File: src/rtl/core/sps_pkg.sv
// ----------------------------------------------------------------------------
// sps_pkg: shared types and constants of the spi master pin sequencer
// Command codes, the pin-state word layout and the command beat carried from
// the front end to the sequencer.
// ----------------------------------------------------------------------------
package sps_pkg;

   // command codes as they arrive on req_type
   localparam logic [2:0] CMD_INIT  = 3'd0;
   localparam logic [2:0] CMD_BEGIN = 3'd1;
   localparam logic [2:0] CMD_WRITE = 3'd2;
   localparam logic [2:0] CMD_READ  = 3'd3;
   localparam logic [2:0] CMD_END   = 3'd4;

   // clock pulses given by begin with chip select still high
   localparam int RESET_CLOCK_PULSES_DEF = 2;

   // command queue between front end and sequencer
   localparam int QUEUE_DEPTH = 2;

   // word counter within one command
   localparam int PHASE_W = 5;

   typedef struct packed {
      logic [2:0] kind;
      logic [7:0] tx_byte;
      logic [7:0] miso_bits;
   } cmd_type;

   // head of the command queue as seen by the sequencer
   typedef struct packed {
      logic    valid;
      cmd_type cmd;
   } cmd_head_type;

   typedef struct packed {
      logic mosi;
      logic sclk;
      logic cs;
   } pins_type;

   // parked pins: chip select high, clock and data low
   localparam pins_type PINS_PARK = '{mosi: 1'b0, sclk: 1'b0, cs: 1'b1};

endpackage

File: src/rtl/core/spi_master_pin_sequencer.sv
// ----------------------------------------------------------------------------
// spi_master_pin_sequencer: spi mode 0 master as a pin-state word generator
// Turns init, begin, write byte, read byte and end commands into MOSI, SCLK
// and chip select words, msb first, with the read byte on the last word.
// ----------------------------------------------------------------------------
// Commands enter a two-deep queue at one beat per cycle while it has room;
// unused codes are taken and dropped. The sequencer loads one command only
// once it is done with the last, then emits one pin-state word per cycle,
// unless a full output register stalls it, which happens only while the
// consumer holds off pop.
module spi_master_pin_sequencer #(
   parameter int RESET_CLOCK_PULSES = sps_pkg::RESET_CLOCK_PULSES_DEF
) (
   input  logic       clock,
   input  logic       reset,
   input  logic       req_push,
   output logic       req_full,
   input  logic [2:0] req_type,
   input  logic [7:0] req_tx_byte,
   input  logic [7:0] req_miso_bits,
   output logic       rsp_empty,
   input  logic       rsp_pop,
   output logic       rsp_mosi,
   output logic       rsp_sclk,
   output logic       rsp_cs_level,
   output logic [7:0] rsp_rx_byte,
   output logic       rsp_last
);
   import sps_pkg::*;

   cmd_head_type cmd_head;
   logic         cmd_pop;

   sps_front u_front (
      .clock         (clock),
      .reset         (reset),
      .req_push      (req_push),
      .req_full      (req_full),
      .req_type      (req_type),
      .req_tx_byte   (req_tx_byte),
      .req_miso_bits (req_miso_bits),
      .cmd_head      (cmd_head),
      .cmd_pop       (cmd_pop)
   );

   sps_back #(
      .RESET_CLOCK_PULSES (RESET_CLOCK_PULSES)
   ) u_back (
      .clock        (clock),
      .reset        (reset),
      .cmd_head     (cmd_head),
      .cmd_pop      (cmd_pop),
      .rsp_empty    (rsp_empty),
      .rsp_pop      (rsp_pop),
      .rsp_mosi     (rsp_mosi),
      .rsp_sclk     (rsp_sclk),
      .rsp_cs_level (rsp_cs_level),
      .rsp_rx_byte  (rsp_rx_byte),
      .rsp_last     (rsp_last)
   );

   // read byte shows only on the last word of a command
   assert property (@(posedge clock) disable iff (reset)
      (!rsp_empty && (rsp_rx_byte != 8'd0)) |-> rsp_last)
      else $error("rx byte on a word that is not last");

   // no command ends with the clock high
   assert property (@(posedge clock) disable iff (reset)
      (!rsp_empty && rsp_last) |-> !rsp_sclk)
      else $error("command ended with sclk high");

   // sequencer takes a command only from a filled queue
   assert property (@(posedge clock) disable iff (reset)
      cmd_pop |-> cmd_head.valid)
      else $error("command popped from empty queue");

endmodule

File: src/rtl/core/sps_front.sv
// ----------------------------------------------------------------------------
// sps_front: command intake
// Takes request beats, drops unused codes and keeps the valid commands in a
// short queue that the sequencer drains at its own pace.
// ----------------------------------------------------------------------------
module sps_front (
   input  logic                  clock,
   input  logic                  reset,
   input  logic                  req_push,
   output logic                  req_full,
   input  logic [2:0]            req_type,
   input  logic [7:0]            req_tx_byte,
   input  logic [7:0]            req_miso_bits,
   output sps_pkg::cmd_head_type cmd_head,
   input  logic                  cmd_pop
);
   import sps_pkg::*;

   localparam int PTR_W = (QUEUE_DEPTH > 1) ? $clog2(QUEUE_DEPTH) : 1;
   localparam int CNT_W = $clog2(QUEUE_DEPTH + 1);

   cmd_type            queue_mem [QUEUE_DEPTH];
   logic [PTR_W-1:0]   wr_ptr_ff, wr_ptr_in;
   logic [PTR_W-1:0]   rd_ptr_ff, rd_ptr_in;
   logic [CNT_W-1:0]   count_ff, count_in;
   logic               code_known;
   logic               accept;
   logic               push;
   logic               pop;

   // classify the request code
   assign code_known = (req_type == CMD_INIT) || (req_type == CMD_BEGIN) ||
                       (req_type == CMD_WRITE) || (req_type == CMD_READ) ||
                       (req_type == CMD_END);

   assign req_full = (count_ff == CNT_W'(QUEUE_DEPTH));
   assign accept   = req_push && !req_full;
   assign push     = accept && code_known;
   assign pop      = cmd_pop && (count_ff != '0);

   // pointer and fill bookkeeping
   always_comb begin
      wr_ptr_in = wr_ptr_ff;
      rd_ptr_in = rd_ptr_ff;
      count_in  = count_ff;
      if (push) begin
         wr_ptr_in = (wr_ptr_ff == PTR_W'(QUEUE_DEPTH - 1)) ? '0 : wr_ptr_ff + 1'b1;
      end
      if (pop) begin
         rd_ptr_in = (rd_ptr_ff == PTR_W'(QUEUE_DEPTH - 1)) ? '0 : rd_ptr_ff + 1'b1;
      end
      if (push && !pop) begin
         count_in = count_ff + 1'b1;
      end else if (pop && !push) begin
         count_in = count_ff - 1'b1;
      end
   end

   always_ff @(posedge clock) begin
      if (reset) begin
         wr_ptr_ff <= '0;
         rd_ptr_ff <= '0;
         count_ff  <= '0;
      end else begin
         wr_ptr_ff <= wr_ptr_in;
         rd_ptr_ff <= rd_ptr_in;
         count_ff  <= count_in;
      end
   end

   // queue storage
   always_ff @(posedge clock) begin
      if (push) begin
         queue_mem[wr_ptr_ff] <= '{kind: req_type, tx_byte: req_tx_byte,
                                   miso_bits: req_miso_bits};
      end
   end

   assign cmd_head.valid = (count_ff != '0);
   assign cmd_head.cmd   = queue_mem[rd_ptr_ff];

endmodule

File: src/rtl/core/sps_back.sv
// ----------------------------------------------------------------------------
// sps_back: pin-state sequencer
// Loads one command from the queue and steps through its pin-state words,
// one word per cycle into an output register that the consumer pops, unless it is full and not popped.
// ----------------------------------------------------------------------------
module sps_back #(
   parameter int RESET_CLOCK_PULSES = sps_pkg::RESET_CLOCK_PULSES_DEF
) (
   input  logic                  clock,
   input  logic                  reset,
   input  sps_pkg::cmd_head_type cmd_head,
   output logic                  cmd_pop,
   output logic                  rsp_empty,
   input  logic                  rsp_pop,
   output logic                  rsp_mosi,
   output logic                  rsp_sclk,
   output logic                  rsp_cs_level,
   output logic [7:0]            rsp_rx_byte,
   output logic                  rsp_last
);
   import sps_pkg::*;

   localparam logic [PHASE_W-1:0] BEGIN_LAST = PHASE_W'(2 * RESET_CLOCK_PULSES);

   logic               busy_ff, busy_in;
   cmd_type            cmd_ff, cmd_in;
   pins_type           pins_ff, pins_in;
   logic [7:0]         shift_ff, shift_in;
   logic [PHASE_W-1:0] phase_ff, phase_in;
   logic [1:0]         sub_ff, sub_in;
   logic [2:0]         bit_ff, bit_in;
   logic               out_valid_ff, out_valid_in;
   pins_type           out_pins_ff, out_pins_in;
   logic [7:0]         out_rx_ff, out_rx_in;
   logic               out_last_ff, out_last_in;

   pins_type           word_pins;
   logic [7:0]         word_rx;
   logic               word_last;
   logic               advance;

   assign advance = busy_ff && (!out_valid_ff || rsp_pop);
   assign cmd_pop = !busy_ff && cmd_head.valid;

   // pin-state word for the current phase
   always_comb begin
      word_pins = pins_ff;
      word_rx   = 8'd0;
      word_last = 1'b0;
      shift_in  = shift_ff;
      sub_in    = sub_ff;
      bit_in    = bit_ff;
      unique case (cmd_ff.kind)
         CMD_INIT: begin
            word_pins = PINS_PARK;
            word_last = 1'b1;
         end
         CMD_BEGIN: begin
            if (phase_ff == BEGIN_LAST) begin
               word_pins.cs = 1'b0;
               word_last    = 1'b1;
            end else begin
               word_pins.sclk = ~phase_ff[0];
            end
         end
         CMD_WRITE: begin
            unique case (sub_ff)
               2'd0: begin
                  word_pins.mosi = shift_ff[7];
                  sub_in         = 2'd1;
               end
               2'd1: begin
                  word_pins.sclk = 1'b1;
                  sub_in         = 2'd2;
               end
               2'd2: begin
                  word_pins.sclk = 1'b0;
                  word_last      = (bit_ff == 3'd7);
                  shift_in       = {shift_ff[6:0], 1'b0};
                  sub_in         = 2'd0;
                  bit_in         = bit_ff + 1'b1;
               end
               default: begin
                  sub_in = 2'd0;
               end
            endcase
         end
         CMD_READ: begin
            if (sub_ff == 2'd0) begin
               // clock high, sample miso msb first
               word_pins.mosi = 1'b0;
               word_pins.sclk = 1'b1;
               shift_in       = {shift_ff[6:0], cmd_ff.miso_bits[~bit_ff]};
               sub_in         = 2'd1;
            end else begin
               word_pins.sclk = 1'b0;
               word_last      = (bit_ff == 3'd7);
               word_rx        = word_last ? shift_ff : 8'd0;
               sub_in         = 2'd0;
               bit_in         = bit_ff + 1'b1;
            end
         end
         CMD_END: begin
            word_pins.cs = 1'b1;
            word_last    = 1'b1;
         end
         default: begin
            word_last = 1'b1;
         end
      endcase
   end

   // sequencer state
   always_comb begin
      busy_in  = busy_ff;
      cmd_in   = cmd_ff;
      pins_in  = pins_ff;
      phase_in = phase_ff;
      if (cmd_pop) begin
         busy_in  = 1'b1;
         cmd_in   = cmd_head.cmd;
         phase_in = '0;
      end else if (advance) begin
         pins_in  = word_pins;
         phase_in = phase_ff + 1'b1;
         if (word_last) begin
            busy_in = 1'b0;
         end
      end
   end

   always_ff @(posedge clock) begin
      if (reset) begin
         busy_ff  <= 1'b0;
         pins_ff  <= PINS_PARK;
         shift_ff <= 8'd0;
         phase_ff <= '0;
         sub_ff   <= 2'd0;
         bit_ff   <= 3'd0;
      end else begin
         busy_ff  <= busy_in;
         pins_ff  <= pins_in;
         phase_ff <= phase_in;
         if (cmd_pop) begin
            shift_ff <= (cmd_head.cmd.kind == CMD_WRITE) ? cmd_head.cmd.tx_byte : 8'd0;
            sub_ff   <= 2'd0;
            bit_ff   <= 3'd0;
         end else if (advance) begin
            shift_ff <= shift_in;
            sub_ff   <= sub_in;
            bit_ff   <= bit_in;
         end
      end
   end

   always_ff @(posedge clock) begin
      cmd_ff <= cmd_in;
   end

   // output register
   always_comb begin
      out_valid_in = out_valid_ff;
      out_pins_in  = out_pins_ff;
      out_rx_in    = out_rx_ff;
      out_last_in  = out_last_ff;
      if (advance) begin
         out_valid_in = 1'b1;
         out_pins_in  = word_pins;
         out_rx_in    = word_rx;
         out_last_in  = word_last;
      end else if (rsp_pop) begin
         out_valid_in = 1'b0;
      end
   end

   always_ff @(posedge clock) begin
      if (reset) begin
         out_valid_ff <= 1'b0;
      end else begin
         out_valid_ff <= out_valid_in;
      end
   end

   always_ff @(posedge clock) begin
      out_pins_ff <= out_pins_in;
      out_rx_ff   <= out_rx_in;
      out_last_ff <= out_last_in;
   end

   assign rsp_empty    = !out_valid_ff;
   assign rsp_mosi     = out_pins_ff.mosi;
   assign rsp_sclk     = out_pins_ff.sclk;
   assign rsp_cs_level = out_pins_ff.cs;
   assign rsp_rx_byte  = out_rx_ff;
   assign rsp_last     = out_last_ff;

endmodule

File: config.mk
export PLATFORM = sky130hd
export DESIGN_NAME = spi_master_pin_sequencer
export DESIGN_NICKNAME = d
export VERILOG_FILES = /design/src/rtl/core/sps_pkg.sv /design/src/rtl/core/spi_master_pin_sequencer.sv /design/src/rtl/core/sps_front.sv /design/src/rtl/core/sps_back.sv
export SDC_FILE = /design/constraint.sdc
export NUM_CORES = 1
export LEC_CHECK = 0
export ABC_AREA = 1
export BUFFER_PORTS_ARGS = -buffer_cell sky130_fd_sc_hd__clkbuf_2
export CORE_UTILIZATION = 63
export CTS_CLUSTER_SIZE = 28
export DETAILED_ROUTE_END_ITERATION = 10
export GPL_TIMING_DRIVEN = 0
export HOLD_SLACK_MARGIN = 0.03
export PLACE_DENSITY_LB_ADDON = 0.2
export SLEW_MARGIN = 20
export SYNTH_ARGS = -nofsm -noshare
export SYNTH_HDL_FRONTEND = slang
export SYNTH_SLANG_ARGS = --single-unit
export TNS_END_PERCENT = 30
File: constraint.sdc
create_clock -name clock -period 5.4 [get_ports clock]
set_clock_uncertainty 0.05 [all_clocks]
set_input_delay 1.08 -clock clock [delete_from_list [all_inputs] [get_ports clock]]
set_output_delay 1.08 -clock clock [all_outputs]
set_load 0.1 [all_outputs]
==> summary.txt, run 1 <==
Layout
  – Register Area: ~2400 um^2
  – Layout cells sized above 1: 0.195
  – Antenna diodes: 0
  – Layout fillers: 441
  – Area occupied by multi-input gates: 1260 um^2
  – Nets: 488
  – Area Growth Syn to Fin: 12.9%

Clocking
  – Hold Buf Count CTS: 0
  – Cts bufs inserted: 9
  – Root buf cell: clkbuf_8
  – Post-CTS setup buffer count: 0
  – Worst skew pair latency: 0.35 ns
  – H-Tree Depth: 3
  – # clock sinks: 89
  – Clock buffer depth: 2
  – CTS tree: done
  – Post-CTS sizing: 0
  – CTS clk-pin slew, worst paths: 0.09 ns

Timing
  – Fmax: 0.402 GHz
  – Fin. Hold Viols: 0
  – Worst slew pin tran: about 0.60 ns
  – Period Utilization, post-route: 0.460
  – Final-report max-slew violation count: 0
  – Setup_tns: 0 ns
  – Slew margin rel.: 0.597
  – Unrepaired setup endpoints after global routing: false
  – Minimum clock period: 2.48 ns
  – # setup viols final: 0

Floorplanning
  – Die area: 6510 um^2
  – Initial Utilization: 0.655
  – Chip width: 80.7 um
  – Placeable core area: between 5000 and 6000 um^2
  – Die Y: roughly 81 um
  – # IOs: 37
  – # rows: 28

Power and ir drop
  – Overall Power: 0.00233 W
  – Lkg Pwr: 1.84 nW
  – Worst VDD drop: 0.390 mV
  – Power Density: 529 nW/um^2

Route
  – Drt wl/cell: 12.2 um
  – WL final: 6540 um
  – Vias per cell: roughly 5.1
  – Final ANT Viol Nets: 0
  – Vias: between 2000 and 3000
  – First-pass DRT Iterations: 4
  – Number of DRC markers in iteration 0: 197
  – DRC: 0

Synth
  – Distinct cells, synth: 29
  – Ys async rst share: 0
  – Mean Syn Cell Area: around 9.6 um^2
  – Cells after Synth: ~400
  – Post-synth top area cell: edfxtp_1
  – Post-synthesis sequential area ratio: 0.613
  – Syn Nets: 439
  – Post-synth EDFFs: 61
  – YS warnings: 0
  – Ys flop type: edfxtp_1
  – Post-synthesis register bit count: 89
  – Synth Cell Area: 3900 um^2
  – Top cells by instance count after synthesis: 123 x nand2_1, 61 x edfxtp_1, 46 x inv_1
  – Count leader, synth: nand2_1
  – Yosys top cell area share: 0.469
  – Synth top area cells: edfxtp_1 47%, dfxtp_1 14%, nand2_1 12%

Global routing
  – Met1 GRT Util: 0.272
  – Remaining global-route overflow: 0
  – M2 GR Usage: 0.395
  – First-pass GRT wire length: about 11000 um
  – Vias in the first global route: 2476
  – Grt peak-use layer: met2
  – Initial antenna violation count: 0
  – Gr usage total: 0.227
  – Largest net degree at the start of global routing: 21
  – GRT met3 Usage: 0.0341

Place
  – Dpl hpwl: 4710 um
  – RePlAce Congestion: 0.824
  – # port buffers: 36

Hold path
  – Hold Crit Class: register to register

Setup path
  – Type of origin of the critical path: register
  – Critical Path AT: between 1 and 1.5 ns
  – CP max FO: 4
  – Setup CP Type: register to output pin
  – CP Data Required Time: about 4.3 ns
  – Critical Path Sink Type: output pin

Status
  – Status: complete, no violations

Run
  – Max cap viols: 0
## cell families (layout without fill, tap and decap cells)
| kind of cell | after synthesis | after routing | synth area share |
|---|---|---|---|
| xor gates and xnor gates | 1 | 1 | 0.00224 |
| AOI/OAI and AO/OA | 49 | 49 | 0.0679 |
| adders and majority gates | 9 | 9 | 0.0288 |
| DFF | 89 | 89 | 0.613 |
| buffers and inverters | 62 | 116 | 0.0657 |
| and+or+nand+nor | 197 | 197 | 0.222 |
## path summary, 6_finish.rpt
check	start	to	slack, ns	depth (start not counted)
worst min register to register	u_back.phase_ff[4]$_SDFFE_PP0P_	u_back.phase_ff[4]$_SDFFE_PP0P_	0.42	2
worst min-delay path	u_back.phase_ff[4]$_SDFFE_PP0P_	u_back.phase_ff[4]$_SDFFE_PP0P_	0.42	2
worst max register to register	u_front.count_ff[1]$_SDFFE_PP0P_	u_front.queue_mem[1][18]$_DFFE_PP_	3.59	6
worst max-delay path	u_front.count_ff[1]$_SDFFE_PP0P_	req_full	2.92	3
## metrics by stage
step / utilization / hold slack [ns] / instance area [um^2] / setup slack [ns] / instances
final: 0.740 / 0.422 / 4410 / 2.92 / 536
after global routing: 0.740 / 0.461 / 4410 / 2.86 / 536
after CTS: 0.740 / 0.427 / 4410 / 2.90 / 536
after detailed placement: 0.707 / 0.401 / 4210 / 2.71 / 520
after global placement: 0.701 / 0.387 / 4180 / 2.00 / 518
after floorplan: - / 0.376 / 3900 / 2.55 / 407
## worst max-delay path: stages (launching register included)
cell and delay [ns]:
dfxtp_1 0.32, inv_1 0.07, nor2_1 0.14, clkbuf_2 0.48
## metal layers
| layer | share of wire | routed length, um | up-vias |
|---|---|---|---|
| met5 | 0 | 0 | - |
| met4 | 0.021 | 140 | 0 |
| met3 | 0.044 | 288 | 13 |
| met2 | 0.51 | 3340 | 68 |
| met1 | 0.42 | 2770 | 1233 |
| li1 | - | - | 1413 |
## placed cells by master, fill, tap and decap left out, types with 3 or more instances in the layout
cell type  synthesis  layout
nor2_1            31      29
nand3_1           22      22
inv_2              7       7
nand2_2            5       5
o21ai_0           19      19
inv_1             46      46
buf_2              4       4
a21oi_2            3       3
clkbuf_8           0       9
edfxtp_1          61      61
nor2_4             4       4
o21ai_1            3       3
nand2_1          123     123
dfxtp_1           28      28
clkbuf_2           0      36
ha_1               9       9
nor2_2             3       5
a21oi_1           21      21
## registers in the layout (all words and copies together), names as in the netlist, named ones only
name / count
u_back.bit_ff: 3
u_back.busy_ff: 1
u_back.cmd_ff: 11
u_back.out_valid_ff: 1
u_back.phase_ff: 5
u_back.pins_ff: 3
u_back.rsp_cs_level: 1
u_back.rsp_last: 1
u_back.rsp_mosi: 1
u_back.rsp_rx_byte: 8
u_back.rsp_sclk: 1
u_back.shift_ff: 8
u_back.sub_ff: 2
u_front.count_ff: 2
u_front.queue_mem: 38
u_front.rd_ptr_ff: 1
u_front.wr_ptr_ff: 1
## where the power goes
group	switching (W)	leakage [nW]	total (W)	internal, W
Sequential	0.0000812	0.796	0.000999	0.000918
Combinational	0.000667	0.950	0.000886	0.000220
Clock	0.000230	0.0929	0.000446	0.000216
Total	0.000978	1.84	0.00233	0.00135
## final cells by class
cell class / instances / share of cell area
Buffer: 8 / 0.0122
Sequential cell: 89 / 0.543
Clock buffer: 10 / 0.0290
Tap cell: 75 / 0.0213
Multi-Input combinational cell: 256 / 0.286
Clock inverter: 6 / 0.0153
Timing Repair Buffer: 38 / 0.0477
Inverter: 54 / 0.0460
Note: power is estimated with default switching activity, not from simulation.
==> run 2: changes to the inputs <==
CORE_UTILIZATION = 59   (was 63)
clock period = 2.3 ns   (was 5.4 ns; I/O delays follow)
==> run 2 against run 1 <==
Critical path depth up 3. Register-to-register slack got worse by 3.2 ns. Sequential share of layout area up 0.093 points. Final cell count is 0.19% higher. Combinational power rose by 130%. Clock power increased by 140%. Largest power group unchanged. Sequential cell count unchanged. First-iteration DRC count decreased by 18%. Total power rose by 130%. Setup slack lost 2.5 ns. Global-route usage down 2.4 points.
==> summary.txt, run 2 (synthesis gave the netlist of run 1 again) <==
Layout
  – Commonest non-fill, non-tap cell in the layout: nand2_1
  – Layout fillers: 514 (+17%)
  – Area Growth Syn to Fin: 12.7%
  – Layout cells sized above 1: 0.196 (+0.000424)
  – Antenna diodes: 0 (unchanged)
  – Max reg flops: 38 (unchanged)
  – Most frequent cells in the layout: 123 x nand2_1, 61 x edfxtp_1, 46 x inv_1
  – Fin util: 0.689 (-0.0511)
  – Nets: 487 (-0.20%)
  – Biggest register: u_front.queue_mem
  – Top flop regs: u_front.queue_mem (38), u_back.cmd_ff (11)

Power and ir drop
  – Worst VDD drop: 0.916 mV (+130%)
  – Internal power: 0.00317 W (+130%)
  – Net Sw Power: 0.00230 W (+140%)
  – Power Density: 1240 nW/um^2 (+140%)
  – Sw frac: 0.420 (+0.000913)
  – Clock power frac: 0.194 (+0.003)
  – Lkg Pwr: 1.84 nW (-0.14%)
  – Overall Power: 0.00547 W (+130%)
  – Comb power frac: 0.377 (-0.003)
  – Share of power burned in registers: 0.429 (about the same)

Clocking
  – Cts bufs inserted: 9 (unchanged)
  – Clock buffer depth: 2 (unchanged)
  – H-Tree Depth: 3 (unchanged)
  – Root buf cell: clkbuf_8
  – CTS tree: done
  – Worst skew pair latency: 0.36 ns (about the same)
  – Post-CTS setup buffer count: 0 (unchanged)
  – # clock sinks: 89 (unchanged)
  – CTS clk-pin slew, worst paths: 0.09 ns (about the same)
  – Hold Buf Count CTS: 0 (unchanged)

Global routing
  – Remaining global-route overflow: 0 (unchanged)
  – Met1 GRT Util: 0.270 (-0.00187)
  – First-pass GRT wire length: 11000 um (+1.4%)
  – Vias in the first global route: 2460 (-0.65%)
  – Initial antenna violation count: 0 (unchanged)
  – Gr usage total: 0.203 (-0.0241)
  – Grt peak-use layer: met2
  – Largest net degree at the start of global routing: 21 (unchanged)
  – GRT met3 Usage: 0.0358 (+0.00169)
  – M2 GR Usage: 0.323 (-0.0723)

Place
  – # port buffers: 36 (unchanged)
  – Dpl hpwl: 4470 um (-5.0%)
  – RePlAce Congestion: 0.807 (-2.0%)

Floorplanning
  – # IOs: 37 (unchanged)
  – Chip width: 83.3 um (+3.3%)
  – Die area: 6950 um^2 (+6.6%)
  – Placeable core area: 6390 um^2 (+7.2%)
  – # rows: 29 (+3.6%)
  – Initial Utilization: 0.611 (-0.0442)
  – Die Y: 83.3 um (+3.3%)

Timing
  – Fmax: between 0.5 and 0.6 GHz
  – Setup_tns: 0 ns (unchanged)
  – Fin. Hold Viols: 0 (unchanged)
  – Hold WS: 0.235 ns (-0.187 ns)
  – Period Utilization, post-route: 0.824
  – Slew margin rel.: 0.590 (-0.00644)
  – Unrepaired setup endpoints after global routing: false
  – Minimum clock period: 1.89 ns
  – Final-report max-slew violation count: 0 (unchanged)
  – Worst slew pin tran: 0.611 ns (+0.00960 ns)
  – # setup viols final: 0 (unchanged)

Route
  – Final ANT Viol Nets: 0 (unchanged)
  – Vias: 2676 (-1.9%)
  – WL final: 6360 um (-2.8%)
  – DRC: 0 (unchanged)
  – First-pass DRT Iterations: 4 (unchanged)
  – Vias per cell: 4.98 (-2.1%)
  – Drt wl/cell: 11.8 um (-3.0%)
  – Number of DRC markers in iteration 0: 161 (-18%)

Setup path
  – Critical Path Sink Type: register
  – Setup CP Type: register to register
  – Type of origin of the critical path: register
  – Critical-path cell list: inv_1 -> nor2_2 -> nor3_1 -> inv_1 -> nor2_2 -> buf_8
  – Critical Path AT: 1.91 ns (+0.56 ns)
  – Max stage delay on crit path: 0.40 ns (-0.08 ns)
  – CP Data Required Time: 2.32 ns (-1.95 ns)
  – CP max FO: 13 (+9)
  – Critical-path top delay cell: nor2_2
  – Register-to-register path setup slack: 0.41 ns (-3.18 ns)

Hold path
  – Hold Crit Class: input pin to register

Status
  – Status: complete, no violations

Run
  – Max cap viols: 0 (unchanged)
[run 2: cell count changes in the layout (fill, tap and decap cells not counted), sizes merged]
cell	previous run	this run
buf	9	8
clkbuf	47	46
clkinv	3	4
clkinvlp	2	1
inv	54	55
[run 2: worst paths after layout]
path / from / cells after the start / to
worst max register to register: u_front.count_ff[1]$_SDFFE_PP0P_ / 6 / u_front.queue_mem[0][0]$_DFFE_PP_
worst min-delay path: req_tx_byte[2] / 1 / u_front.queue_mem[1][10]$_DFFE_PP_
worst max-delay path: u_front.count_ff[1]$_SDFFE_PP0P_ / 6 / u_front.queue_mem[0][0]$_DFFE_PP_
worst min register to register: u_front.rd_ptr_ff$_SDFFE_PP0P_ / 1 / register
[run 2: timing repair]
action,CTS,global route
hold endpoints to repair,0,0
resized for setup,0,1
setup endpoints to repair,0,19
[run 2: layer usage]
metal / up-vias / routed length [um]
li1: 1428 / -
met1: 1184 / 3050
met2: 53 / 2950
met3: 11 / 222
met4: 0 / 138
met5: - / 0
[run 2: area by class of cell]
type / count / area [um^2] / share of cell area
clock buffers: 9 / 124 / 0.0281
repair buffers: 37 / 195 / 0.0444
clock inverters: 7 / 68.8 / 0.0156
inverters: 54 / 203 / 0.0461
plain buffers: 8 / 53.8 / 0.0122
multi-input cells: 256 / 1270 / 0.288
flip-flops and latches: 89 / 2390 / 0.544
well taps: 77 / 96.3 / 0.0219
[run 2: power by group through the flow]
stage	sequential (W)	combinational, W	clock, W
after floorplan	0.00280	0.00124	0
after global placement	0.00237	0.00203	0
after detailed placement	0.00238	0.00207	0
after CTS	0.00235	0.00208	0.00108
after global routing	0.00239	0.00228	0.00114
final	0.00235	0.00206	0.00106
[run 2: metrics by stage]
stage | instances | worst slack, ns | instance area [um^2]
floorplan | 407 | 0.00108 | 3910
global placement | 520 | -0.525 | 4190
detailed placement | 521 | -0.112 | 4200
CTS | 537 | 0.152 | 4400
global route | 537 | 0.241 | 4400
finish | 537 | 0.406 | 4400
[run 2: worst max-delay path, delay by kind of cell (launching register included)]
kind	cells	cell delay [ns]
buffers and inverters	3	0.48
DFF	1	0.31
and+or+nand+nor	3	0.77
==> run 3: changes to the inputs <==
ABC_AREA = 0   (was 1)
CORE_UTILIZATION = 52   (was 59)
clock period = 1.7 ns   (was 2.3 ns; I/O delays follow)
==> run 3 against run 2 <==
The flow now finishes with violations (negative setup slack). Largest power group unchanged. Critical path type unchanged. Design area is 3.2% higher. Core utilization is 2.5 points lower. Critical endpoint is now u_back.shift_ff[0]$_SDFFE_PP0P_. Sequential cell count stayed put.
==> summary.txt, run 3 <==
Layout
  – Layout fillers: 519 (+0.97%)
  – Most frequent cells in the layout: 61 x edfxtp_1, 36 x clkbuf_2, 22 x dfxtp_1
  – Nets: 357 (-27%)
  – Commonest non-fill, non-tap cell in the layout: edfxtp_1
  – Antenna diodes: 0 (unchanged)
  – Biggest register: u_front.queue_mem
  – Max reg flops: 38 (unchanged)
  – Final Cell Area: 4540 um^2 (+3.2%)
  – Area Growth Syn to Fin: 22.7%
  – Top flop regs: u_front.queue_mem (38), u_back.cmd_ff (11)
  – Layout cells sized above 1: 0.394 (+0.198)

Timing
  – Period Utilization, post-route: 1.04 (+0.218)
  – Minimum clock period: 1.77 ns (-0.124 ns)
  – Unrepaired setup endpoints after global routing: true
  – Fmax: 0.565 GHz (+7.0%)
  – Worst slew pin tran: 0.591 ns (-0.0197 ns)
  – Final-report max-slew violation count: 0 (unchanged)
  – Slew margin rel.: 0.601 (+0.0114)
  – Setup ws final: -0.0699 ns (-0.476 ns)
  – # setup viols final: 3 (+3)
  – Fin. Hold Viols: 0 (unchanged)

Global routing
  – First-pass GRT wire length: 9980 um (-9.5%)
  – Largest net degree at the start of global routing: 18 (-14%)
  – Remaining global-route overflow: 0 (unchanged)
  – Initial antenna violation count: 0 (unchanged)
  – Vias in the first global route: 2050 (-17%)
  – Gr usage total: 0.181 (-0.0226)

Route
  – Final ANT Viol Nets: 0 (unchanged)
  – DRC: 0 (unchanged)
  – First-pass DRT Iterations: 4 (unchanged)
  – Number of DRC markers in iteration 0: 148 (-8.1%)
  – Vias per cell: 5.31 (+6.6%)
  – Drt wl/cell: 15.1 um (+28%)
  – WL final: 6440 um (+1.2%)
  – Vias: 2263 (-15%)

Power and ir drop
  – Lkg Pwr: 1.70 nW (-7.5%)
  – Comb power frac: 0.370 (-0.007)
  – Overall Power: 0.00729 W (+33%)
  – Share of power burned in registers: 0.418 (-0.011)
  – Clock power frac: 0.213 (+0.019)
  – Internal power: 0.00464 W (+46%)
  – Net Sw Power: 0.00265 W (+15%)
  – Power Density: 1610 nW/um^2 (+29%)
  – Sw frac: 0.364 (-0.0565)
  – Worst VDD drop: 0.961 mV (+4.9%)

Synth
  – YS warnings: 0 (unchanged)
  – Ys flop type: edfxtp_1
  – Cells after Synth: 267 (-34%)
  – Synth top area cells: edfxtp_1 49%, dfxtp_1 15%, mux2_2 6.4%
  – Count leader, synth: edfxtp_1
  – Post-synthesis register bit count: 89 (unchanged)
  – Post-synthesis sequential area ratio: 0.646 (+0.0336)
  – Top cells by instance count after synthesis: 61 x edfxtp_1, 28 x dfxtp_1, 23 x nor2_1
  – Post-synth EDFFs: 61 (unchanged)
  – Mean Syn Cell Area: 13.9 um^2 (+45%)
  – Post-synth top area cell: edfxtp_1
  – Ys async rst share: 0 (unchanged)
  – Yosys top cell area share: 0.495 (+0.0257)
  – Synth Cell Area: 3700 um^2 (-5.2%)
  – Distinct cells, synth: 52 (+79%)
  – Syn Nets: 299 (-32%)

Status
  – Status: finished, violations left
  – Failing checks: negative setup slack

Setup path
  – Critical Path AT: 2.00 ns (+0.09 ns)
  – CP Data Required Time: 1.93 ns (-0.39 ns)
  – Setup CP Type: register to register
  – Register-to-register path setup slack: -0.07 ns (-0.48 ns)
  – Critical-path top delay cell: or4bb_1
  – CP max FO: 8 (-5)
  – Critical-path cell list: or4bb_1 -> a21oi_4 -> and3_1 -> a311o_1
  – Max stage delay on crit path: 0.57 ns (+0.17 ns)
  – Critical Path Sink Type: register
  – Type of origin of the critical path: register

Floorplanning
  – Initial Utilization: 0.542 (-0.0695)
  – Die area: 7460 um^2 (+7.4%)
  – # IOs: 37 (unchanged)
  – Die Y: 86.4 um (+3.6%)
  – # rows: 30 (+3.4%)
  – Placeable core area: 6830 um^2 (+7.0%)
  – Chip width: 86.4 um (+3.6%)

Clocking
  – Cts bufs inserted: 9 (unchanged)
  – Worst skew pair latency: 0.34 ns (-0.02 ns)
  – H-Tree Depth: 3 (unchanged)
  – CTS clk-pin slew, worst paths: 0.09 ns (about the same)
  – Root buf cell: clkbuf_8
  – # clock sinks: 89 (unchanged)
  – CTS tree: done
  – Clock buffer depth: 2 (unchanged)

Place
  – Placed cell area: 4020 um^2 (-4.3%)
  – Dpl hpwl: 4000 um (-11%)
  – RePlAce Congestion: 0.797 (-1.3%)
  – # port buffers: 35 (-2.8%)

Hold path
  – Hold Crit Class: input pin to register

Run
  – Max cap viols: 0 (unchanged)
[run 3: what timing repair did]
item                       CTS  global route
hold buffers                 0             0
setup buffers                5             7
gates resized for setup     16            28
pin swaps                    5             7
setup endpoints to repair   90            28
hold endpoints to repair     0             0
[run 3: cells by family (layout without fill, tap and decap cells)]
family                   after synthesis  in the layout  share of synthesized area
AO/OA/AOI/OAI                         42             42                     0.0886
AND/OR/NAND/NOR                       66             66                     0.0984
flip-flops                            89             89                      0.646
buffers and inverters                 24             87                     0.0287
multiplexers                          28             28                     0.0862
XOR/XNOR                               9              9                     0.0213
adder cells (fa/ha/maj)                9              9                     0.0304
[run 3: worst max-delay path: cells and delay by family (launching register included)]
| kind | cells | cell delay [ns] |
|---|---|---|
| simple gates | 2 | 0.79 |
| compound gates | 2 | 0.46 |
| flops | 1 | 0.41 |
[run 3: cell type report]
cell class                      count  area (um^2)  share of cell area
Clock buffer                        9          124              0.0273
Multi-Input combinational cell    154         1380               0.303
Timing Repair Buffer               47          297              0.0653
Sequential cell                    89         2410               0.530
Clock inverter                      7         92.6              0.0204
Buffer                             10         65.1              0.0143
Tap cell                           96          120              0.0265
Inverter                           14         58.8              0.0130
[run 3: path summary, 6_finish.rpt]
| check | end | depth (start not counted) | start |
|---|---|---|---|
| worst max-delay path | u_back.shift_ff[0]$_SDFFE_PP0P_ | 4 | u_front.queue_mem[1][16]$_DFFE_PP_ |
| worst min-delay path | u_front.queue_mem[1][6]$_DFFE_PP_ | 1 | req_miso_bits[6] |
| worst max register to register | u_back.shift_ff[0]$_SDFFE_PP0P_ | 4 | u_front.queue_mem[1][16]$_DFFE_PP_ |
| worst min register to register | u_back.sub_ff[1]$_SDFFE_PP0P_ | 2 | u_back.sub_ff[1]$_SDFFE_PP0P_ |
[run 3: power groups by stage]
stage | clock network [W] | logic [W] | registers (W)
floorplan | 0 | 0.00139 | 0.00353
global placement | 0 | 0.00227 | 0.00305
detailed placement | 0 | 0.00230 | 0.00307
CTS | 0.00158 | 0.00242 | 0.00302
global route | 0.00168 | 0.00287 | 0.00310
finish | 0.00155 | 0.00270 | 0.00305
[run 3: through the flow]
stage,utilization,instances,hold WS [ns],worst slack (ns),setup TNS (ns)
3_3_place_gp,0.589,398,0.410,-0.428,-21.71
6_report,0.664,426,0.134,-0.0699,-0.106
3_5_place_dp,0.589,398,0.415,-0.481,-24.57
5_1_grt,0.664,426,0.103,-0.118,-1.06
4_1_cts,0.637,419,0.115,-0.0777,-0.238
2_1_floorplan,-,267,0.389,-0.339,-5.49
[run 3: layer usage]
layer / vias up / wire [um] / global-route usage
met1: 1094 / 2970 / 0.247
met2: 53 / 3180 / 0.276
met5: - / 0 / 0
met3: 5 / 228 / 0.0438
li1: 1111 / - / -
met4: 0 / 67 / 0.0803
